`config.mk`:
```
export PLATFORM = sky130hd
export DESIGN_NAME = vtpd_cell
export DESIGN_NICKNAME = d
export VERILOG_FILES = /design/src/vtpd_pkg.sv /design/src/vtpd_cell.sv
export SDC_FILE = /design/constraint.sdc
export NUM_CORES = 1
export LEC_CHECK = 0
export BUFFER_PORTS_ARGS = -buffer_cell sky130_fd_sc_hd__buf_2
export CORE_AREA = 2 2 350 352
export DETAILED_ROUTE_END_ITERATION = 16
export DIE_AREA = 0 0 352 354
export GPL_TIMING_DRIVEN = 0
export HOLD_SLACK_MARGIN = 0.1
export PLACE_DENSITY_LB_ADDON = 0.1
export SLEW_MARGIN = 20
export SYNTH_ARGS = -nofsm -noshare
export SYNTH_HDL_FRONTEND = slang
export SYNTH_SLANG_ARGS = --single-unit
```
`constraint.sdc`:
```
create_clock -name clk -period 3.2 [get_ports clk]
set_input_delay 0.16 -clock clk [delete_from_list [all_inputs] [get_ports clk]]
set_output_delay 0.16 -clock clk [all_outputs]
set_load 0.01 [all_outputs]
```
`src/vtpd_pkg.sv`:
```
// ----------------------------------------------------------------------------
// vtpd_pkg
// Shared types, constants and helpers for the vertex transform block.
// ----------------------------------------------------------------------------
package vtpd_pkg;

  localparam int NumRegs = 8;
  localparam int CfgIdxW = 8;
  localparam int SumW    = 50;
  localparam int MagW    = 48;
  localparam int RemW    = 64;
  localparam int QW      = 33;
  localparam int Lanes   = 3;

  localparam logic [31:0] QMax = 32'h7FFF_FFFF;
  localparam logic [31:0] QMin = 32'h8000_0000;

  typedef struct packed {
    logic signed [31:0] in_x;
    logic signed [31:0] in_y;
    logic signed [31:0] in_z;
  } in_t;

  typedef struct packed {
    logic signed [31:0] out_x;
    logic signed [31:0] out_y;
    logic signed [31:0] out_z;
    logic               w_was_zero;
  } out_t;

  typedef logic signed [31:0] entry_t;
  typedef entry_t [3:0][3:0]  matrix_t;

  typedef struct packed {
    logic [RemW-1:0] rem;
    logic [QW-1:0]   q;
    logic            neg;
    logic            ovf;
    logic [31:0]     pass;
  } lane_t;

  typedef struct packed {
    logic                 valid;
    logic                 wzero;
    logic [MagW-1:0]      div;
    lane_t [Lanes-1:0]    lane;
  } cell_t;

  function automatic logic [31:0] sat32(input logic signed [SumW-1:0] s);
    logic [31:0] r;
    if (s > $signed({{(SumW-32){1'b0}}, QMax})) r = QMax;
    else if (s < $signed({{(SumW-32){1'b1}}, QMin})) r = QMin;
    else r = s[31:0];
    return r;
  endfunction

  function automatic logic [MagW-1:0] mag(input logic signed [SumW-1:0] s);
    logic [SumW-1:0] a;
    a = s[SumW-1] ? (~s + 1'b1) : s;
    return a[MagW-1:0];
  endfunction

endpackage

```
`src/vtpd_cell.sv`:
```
// ----------------------------------------------------------------------------
// vtpd_cell
// One restoring-divide step: resolves quotient bit K for all lanes.
// ----------------------------------------------------------------------------
module vtpd_cell
  import vtpd_pkg::*;
#(
  parameter int K = 0
) (
  input  logic  clk,
  input  logic  rst,
  input  logic  en,
  input  cell_t prev,
  output cell_t cur
);

  cell_t cur_next;

  always_comb begin
    logic [RemW-1:0] hi;
    cur_next = prev;
    for (int j = 0; j < Lanes; j++) begin
      hi = prev.lane[j].rem >> K;
      if (hi >= {{(RemW-MagW){1'b0}}, prev.div}) begin
        cur_next.lane[j].rem  = prev.lane[j].rem
                              - ({{(RemW-MagW){1'b0}}, prev.div} << K);
        cur_next.lane[j].q[K] = 1'b1;
      end
    end
  end

  always_ff @(posedge clk) begin
    if (rst) begin
      cur.valid <= 1'b0;
    end else if (en) begin
      cur.valid <= cur_next.valid;
    end
    if (en) begin
      cur.wzero <= cur_next.wzero;
      cur.div   <= cur_next.div;
      cur.lane  <= cur_next.lane;
    end
  end

endmodule

```
==> flow_metrics.env, run 1 <==
export IMPL_outcome="finished, violations left"
export IMPL_violations="hold timing"
export IMPL_clkTransAtPathRegs_ps=60
export IMPL_total_power_uw=18290
export IMPL_powerDensity_nw_per_um2=473.9
export IMPL_area_growth_pct=53.21
export IMPL_synth_fp_nets=2924
export IMPL_cts_tree="built"
export IMPL_p_leak_uw=0.01595
export IMPL_yosysSeqAreaShare=0.5276
export IMPL_slowest_stage="or3_1"
export IMPL_synth_mux_area_frac=0.004469
export IMPL_core_rowCount=128
export IMPL_r2r_end="cur[442]"
export IMPL_r2r_cells=3
export IMPL_final_cell_count_no_fill=5430
export IMPL_holdPathEnd="cur[393]"
export IMPL_cts_buffers=58
export IMPL_via_per_inst=4.453
export IMPL_hold_depth=1
export IMPL_worst_slew_pin_slew_ps=846.1
export IMPL_min_from="prev[393]"
export IMPL_finalMaxSlewViolations=0
export IMPL_fill_cells=12800
export IMPL_path_buf_inv=6
export IMPL_synth_xor_area_frac=0.05875
export IMPL_critical_path_arrival_ps=3570
export IMPL_synth_top_area_cell="edfxtp_1"
export IMPL_seqCellArea_um2=13290
export IMPL_drt_first_pass_iters=6
export IMPL_io_buffers=888
export IMPL_grt_max_degree=88
export IMPL_drc_errors=0
export IMPL_routed_wl_um=126900
export IMPL_finClkSkew_ps=0
export IMPL_yosysUniqueCellTypes=90
export IMPL_die_x_um=352
export IMPL_rsz0062_at_grt="yes"
export IMPL_synth_area_um2=25200
export IMPL_hold_class="primary input to flip-flop"
export IMPL_grt_pass1_wl_um=177100
export IMPL_cts_buffer_depth=3
export IMPL_end_kind="flip-flop"
export IMPL_vias=24180
export IMPL_place_area_um2=31840
export IMPL_fin_nets=4321
export IMPL_period_share=0.9961
export IMPL_placed_cells=4850
export IMPL_synth_common_cells="edfxtp_1 (442), a21oi_1 (262), nor2_1 (192)"
export IMPL_drt_iter0_drc=1417
export IMPL_clock_fmax_ghz=0.3137
export IMPL_gr_usage_all_layers=0.1956
export IMPL_setup_viol=0
export IMPL_synth_edff_count=442
export IMPL_io_pins=889
export IMPL_wl_per_cell_um=23.37
export IMPL_synth_top_family_by_area="compound AO/OA/AOI/OAI gates"
export IMPL_post_route_min_period_ps=3187
export IMPL_top_register="cur"
export IMPL_post_synth_top_count_cell="edfxtp_1"
export IMPL_crit_path_max_fanout=8
export IMPL_crit_required_ps=3580
export IMPL_synth_ff_type="edfxtp_1"
export IMPL_hold_viol=6
export IMPL_setup_slack_ps=12.50
export IMPL_drive_gt1_frac=0.3000
export IMPL_overflow=0
export IMPL_dp_slack_ps=-1583
export IMPL_cp_top_family="compound AO/OA/AOI/OAI gates"
export IMPL_synth_top_area_frac=0.5268
export IMPL_top_regs="cur: 443 flops"
export IMPL_crit_chain="buf_2, clkinvlp_4, ha_1, buf_2, a211o_1, o311ai_4, nand4_1, a21boi_4, a2111oi_4, buf_4, buf_12, buf_4, or3_1, nor3_2, xor2_1"
export IMPL_avgSynthCellArea_um2=10.81
export IMPL_fin_area_um2=38600
export IMPL_timing_rr_start="cur[442]"
export IMPL_yosys_register_bits=443
export IMPL_hold_slack_ps=-182.4
export IMPL_start_util=0.2084
export IMPL_maxCapViolCount=0
export IMPL_synthArstFlopShare=0
export IMPL_antenna_found_initial=55
export IMPL_ant_nets=0
export IMPL_ir_worst_vdd_mv=0.4363
export IMPL_synth_warnings=0
export IMPL_clock_sinks=443
export IMPL_grt_pass1_vias=25150
export IMPL_netlist_instances=2331
export IMPL_max_slew_margin=0.4300
export IMPL_synth_area_leaders="edfxtp_1 (53%), ha_1 (7.2%), a21oi_1 (5.2%)"
export IMPL_gp_congestion=0.8509
export IMPL_dp_hpwl_um=103600
export IMPL_core_area_um2=120900
export IMPL_dieHeight_um=354
export IMPL_cts_root_buffer="clkbuf_16"
export IMPL_htreeDepth=2
export IMPL_largest_reg_flops=443
export IMPL_final_core_util=0.3192
export IMPL_synth_fa_ha_area_frac=0.07389
export IMPL_path_class="primary input to flip-flop"
export IMPL_rrSetupSlack_ps=2070
export IMPL_start_kind="primary input"
export IMPL_die_area_um2=124600
export IMPL_synth_compound_area_frac=0.1695
export IMPL_max_stage_delay_ps=450
export IMPL_multi_input_area_um2=11400
export IMPL_clk_latency_ps=640
export IMPL_synth_simple_gate_area_share=0.1331
## repair_timing
item / 4_1_cts / 5_1_grt
endpoints found under the setup margin: 187 / 148
cloned: 0 / 0
endpoints found under the hold margin: 493 / 12
setup buffers: 13 / 7
hold buffers: 435 / 6
pin swaps: 10 / 4
resized for setup: 44 / 71
## cell usage in the layout, fill, tap and decap left out, drive strengths merged, types with 45 or more instances in the layout
cell type / netlist / final
nand4: 68 / 68
xnor2: 100 / 100
nand2: 181 / 181
a21oi: 263 / 263
clkbuf: 77 / 131
edfxtp: 442 / 442
inv: 95 / 95
o21ai: 140 / 140
dlygate4sd3: 0 / 441
ha: 144 / 144
xor2: 69 / 69
a21o: 76 / 76
nor3: 45 / 45
buf: 29 / 943
nor2: 194 / 194
## per-stage QoR
| step | hold WS, ps | setup TNS, ps |
|---|---|---|
| 2_1_floorplan | 232.4 | 0 |
| 3_3_place_gp | 319.2 | -2813570 |
| 3_5_place_dp | 325.8 | -211930 |
| 4_1_cts | -258.2 | -388.5 |
| 5_1_grt | -203.6 | -80.56 |
| 6_report | -182.4 | 0 |
## worst max-delay path by stage
stage | depth (start not counted) | endpoint | from
floorplan | 13 | cur[128] | prev[67]
global placement | 1 | cur[170] | en
detailed placement | 14 | cur[370] | prev[422]
CTS | 15 | cur[250] | prev[400]
global route | 15 | cur[250] | prev[395]
finish | 15 | cur[250] | prev[400]
## per-layer routing
| layer | GRT usage | vias up | share of wire |
|---|---|---|---|
| li1 | - | 11620 | - |
| met1 | 0.2124 | 11600 | 0.38 |
| met2 | 0.3496 | 729 | 0.51 |
| met3 | 0.05897 | 203 | 0.068 |
| met4 | 0.08747 | 26 | 0.039 |
| met5 | 0 | - | 0.0013 |
## where the power goes
group          internal [µW]  switching, µW  total, µW  leakage [µW]
sequential              7170            156       7320       0.00434
combinational           1910           2790       4700        0.0108
clock                   3540           2720       6270      0.000862
## logic make-up after synthesis
| logic type | after synthesis |
|---|---|
| compound gates | 680 |
| xor+xnor | 169 |
| fa+ha+maj | 147 |
| buf+inv | 201 |
| flops | 443 |
| mux | 9 |
| simple gates | 682 |
## cell type report
class,count,area share
multi-input combinational,1687,0.2954
sequential,443,0.3444
clock buffer,72,0.03951
timing repair buffer,1355,0.2377
inverter,95,0.009432
antenna,32,0.002074
buffer,88,0.01206
tap,1625,0.05267
clock inverter,33,0.006774
Power figures use the tool's default switching activity.
==> inputs of run 2 (changes only) <==
- CORE_AREA: 2 2 350 352 -> 2 2 351 353
- CTS_BUF_LIST: not set -> sky130_fd_sc_hd__clkbuf_2
- DIE_AREA: 0 0 352 354 -> 0 0 353 355
- SLEW_MARGIN: 20 -> not set
==> flow_metrics.env, run 2 <==
export IMPL_outcome="aborted with a tool error"
export IMPL_lastStage="clock tree synthesis"
export IMPL_first_error="[ERROR RSZ-0060] Max buffer count reached."
export IMPL_netlist_instances=2331
export IMPL_synth_top_area_frac=0.5268
export IMPL_die_x_um=353
export IMPL_synthArstFlopShare=0
export IMPL_synth_area_um2=25200
export IMPL_yosysUniqueCellTypes=90
export IMPL_synth_edff_count=442
export IMPL_start_util=0.2075
export IMPL_cts_buffers=137
export IMPL_gp_congestion=0.8633
export IMPL_synth_fp_nets=2924
export IMPL_io_pins=889
export IMPL_dp_slack_ps=-1652
export IMPL_dp_hpwl_um=104400
export IMPL_synth_area_leaders="edfxtp_1 (53%), ha_1 (7.2%), a21oi_1 (5.2%)"
export IMPL_synth_warnings=0
export IMPL_synth_mux_area_frac=0.004469
export IMPL_synth_ff_type="edfxtp_1"
export IMPL_post_synth_top_count_cell="edfxtp_1"
export IMPL_yosys_register_bits=443
export IMPL_postCtsSetupRepairBufs=0
export IMPL_dieHeight_um=355
export IMPL_cts_buffer_depth=3
export IMPL_holdBufCountCts=1016
export IMPL_synth_top_area_cell="edfxtp_1"
export IMPL_synth_common_cells="edfxtp_1 (442), a21oi_1 (262), nor2_1 (192)"
export IMPL_cts_repair_resize_count=0
export IMPL_synth_compound_area_frac=0.1695
export IMPL_io_buffers=888
export IMPL_core_rowCount=128
export IMPL_synth_simple_gate_area_share=0.1331
export IMPL_htreeDepth=4
export IMPL_clock_sinks=443
export IMPL_cts_root_buffer="clkbuf_2"
export IMPL_avgSynthCellArea_um2=10.81
export IMPL_synth_xor_area_frac=0.05875
export IMPL_yosysSeqAreaShare=0.5276
export IMPL_synth_top_family_by_area="compound AO/OA/AOI/OAI gates"
export IMPL_synth_fa_ha_area_frac=0.07389
-- run 2: cell families after synthesis --
family          after synthesis
xor+xnor                    169
simple gates                682
buf+inv                     201
mux                           9
fa+ha+maj                   147
compound gates              680
flops                       443
-- run 2: stage by stage --
step                TNS (ps)  cell area [µm²]  instances
detailed placement   -209070            31810       4850
global placement    -2798980            31670       4844
floorplan                  0            25200       2331
==> inputs of run 3 (changes only) <==
- CORE_AREA: 2 2 351 353 -> 2 2 350 352
- CTS_BUF_LIST: sky130_fd_sc_hd__clkbuf_2 -> not set
- DIE_AREA: 0 0 353 355 -> 0 0 352 354
- HOLD_SLACK_MARGIN: 0.1 -> not set
- PLACE_DENSITY_LB_ADDON: 0.1 -> 0.15
==> flow_metrics.env, run 3 (synthesis results as in run 1) <==
export IMPL_via_per_inst=4.476
export IMPL_clk_latency_ps=640
export IMPL_slowest_stage="o21ai_1"
export IMPL_path_class="primary input to flip-flop"
export IMPL_routed_wl_um=128100
export IMPL_drc_errors=0
export IMPL_p_leak_uw=0.01601
export IMPL_gr_usage_all_layers=0.1983
export IMPL_rsz0062_at_grt="yes"
export IMPL_vias=24240
export IMPL_setup_tns_ps=0
export IMPL_core_rowCount=128
export IMPL_fin_area_um2=38710
export IMPL_dp_hpwl_um=105000
export IMPL_drive_gt1_frac=0.3028
export IMPL_final_common_cell="buf_2"
export IMPL_outcome="finished, final reports clean"
export IMPL_top_register="cur"
export IMPL_period_share=0.9744
export IMPL_cts_buffer_depth=3
export IMPL_antenna_found_initial=62
export IMPL_area_growth_pct=53.63
export IMPL_hold_class="primary input to flip-flop"
export IMPL_htreeDepth=2
export IMPL_grt_max_degree=113
export IMPL_hold_slack_ps=28.05
export IMPL_overflow=0
export IMPL_clock_sinks=443
export IMPL_start_kind="primary input"
export IMPL_io_pins=889
export IMPL_critical_path_arrival_ps=3520
export IMPL_ir_worst_vdd_mv=0.4661
export IMPL_mostFrequentLayoutCells="buf_2 (897), dlygate4sd3_1 (444), edfxtp_1 (442)"
export IMPL_post_route_min_period_ps=3118
export IMPL_grt_pass1_vias=25070
export IMPL_finalMaxSlewViolations=0
export IMPL_cts_tree="built"
export IMPL_grt_pass1_wl_um=179200
export IMPL_max_slew_margin=0.4892
export IMPL_top_regs="cur: 443 flops"
export IMPL_clock_fmax_ghz=0.3207
export IMPL_dieHeight_um=354
export IMPL_fin_nets=4323
export IMPL_powerDensity_nw_per_um2=480.2
export IMPL_die_x_um=352
export IMPL_finClkSkew_ps=0
export IMPL_worst_slew_pin_slew_ps=758.2
export IMPL_crit_required_ps=3600
export IMPL_gp_congestion=0.8663
export IMPL_end_kind="flip-flop"
export IMPL_hold_viol=0
export IMPL_crit_chain="buf_2, inv_1, ha_1, clkbuf_1, nand4_1, buf_4, or2_2, a211oi_2, nor2_1, o21ai_1, nand3_1, o311a_1, xor2_1"
export IMPL_crit_path_max_fanout=7
export IMPL_setup_viol=0
export IMPL_drt_first_pass_iters=5
export IMPL_drt_iter0_drc=1347
export IMPL_clkTransAtPathRegs_ps=60
export IMPL_cts_root_buffer="clkbuf_16"
export IMPL_start_util=0.2084
export IMPL_fill_cells=12740
export IMPL_die_area_um2=124600
export IMPL_wl_per_cell_um=23.65
export IMPL_max_stage_delay_ps=430
export IMPL_cts_buffers=58
export IMPL_core_area_um2=120900
export IMPL_io_buffers=888
export IMPL_total_power_uw=18590
export IMPL_maxCapViolCount=0
export IMPL_place_area_um2=31810
export IMPL_ant_nets=0
export IMPL_largest_reg_flops=443
[run 3: routing by layer]
layer,routed length (µm),GRT usage,vias up,part of all wire
met5,159,0,-,0.0012
met4,3970,0.05639,26,0.031
met3,6909,0.04485,217,0.054
met2,67580,0.3736,744,0.53
met1,49470,0.2210,11650,0.39
li1,-,-,11610,-
[run 3: final timing paths]
check	startpoint	to	slack (ps)	cells past startpoint
min	prev[329]	cur[329]	30	4
min reg2reg	cur[442]	cur[442]	1040	3
max	prev[411]	cur[121]	80	13
max reg2reg	cur[442]	cur[442]	2060	3
[run 3: area by class of cell]
| type | instances | area, µm² | share of cell area |
|---|---|---|---|
| inverters | 95 | 371.6 | 0.009600 |
| multi-input cells | 1687 | 11430 | 0.2954 |
| clock buffers | 68 | 1510 | 0.03902 |
| well taps | 1625 | 2033 | 0.05253 |
| repair buffers | 1361 | 9231 | 0.2385 |
| flip-flops and latches | 443 | 13290 | 0.3434 |
| diodes | 16 | 40.04 | 0.001034 |
| clock inverters | 37 | 350.3 | 0.009051 |
| plain buffers | 84 | 442.9 | 0.01144 |
[run 3: repair_timing]
action,in CTS,in global routing
endpoints found under the hold margin,484,2
resized for setup,51,68
pin swaps,14,7
gates cloned,0,0
hold buffers,442,2
buffers inserted,15,8
endpoints found under the setup margin,185,126
[run 3: stage by stage]
step                setup WS [ps]  cells    util
floorplan                   298.5   2331       -
global placement            -5853   4844  0.2619
detailed placement          -1679   4850  0.2631
CTS                         3.420   5399  0.3174
global route               -36.00   5411  0.3200
finish                      81.84   5416  0.3201
[run 3: power by group]
| part | switching (µW) | total, µW | internal [µW] | leakage, µW |
|---|---|---|---|---|
| clock | 2790 | 6570 | 3770 | 0.000908 |
| sequential | 178 | 7350 | 7170 | 0.00434 |
| combinational | 2750 | 4670 | 1920 | 0.0108 |
| total | 5720 | 18600 | 12900 | 0.0160 |
[run 3: critical path: cells and delay by family]
kind | cells | cell delay (ps)
buffers and inverters | 4 | 780
AND/OR/NAND/NOR | 4 | 930
adder cells (fa/ha/maj) | 1 | 340
XOR/XNOR | 1 | 150
AO/OA/AOI/OAI | 3 | 1140
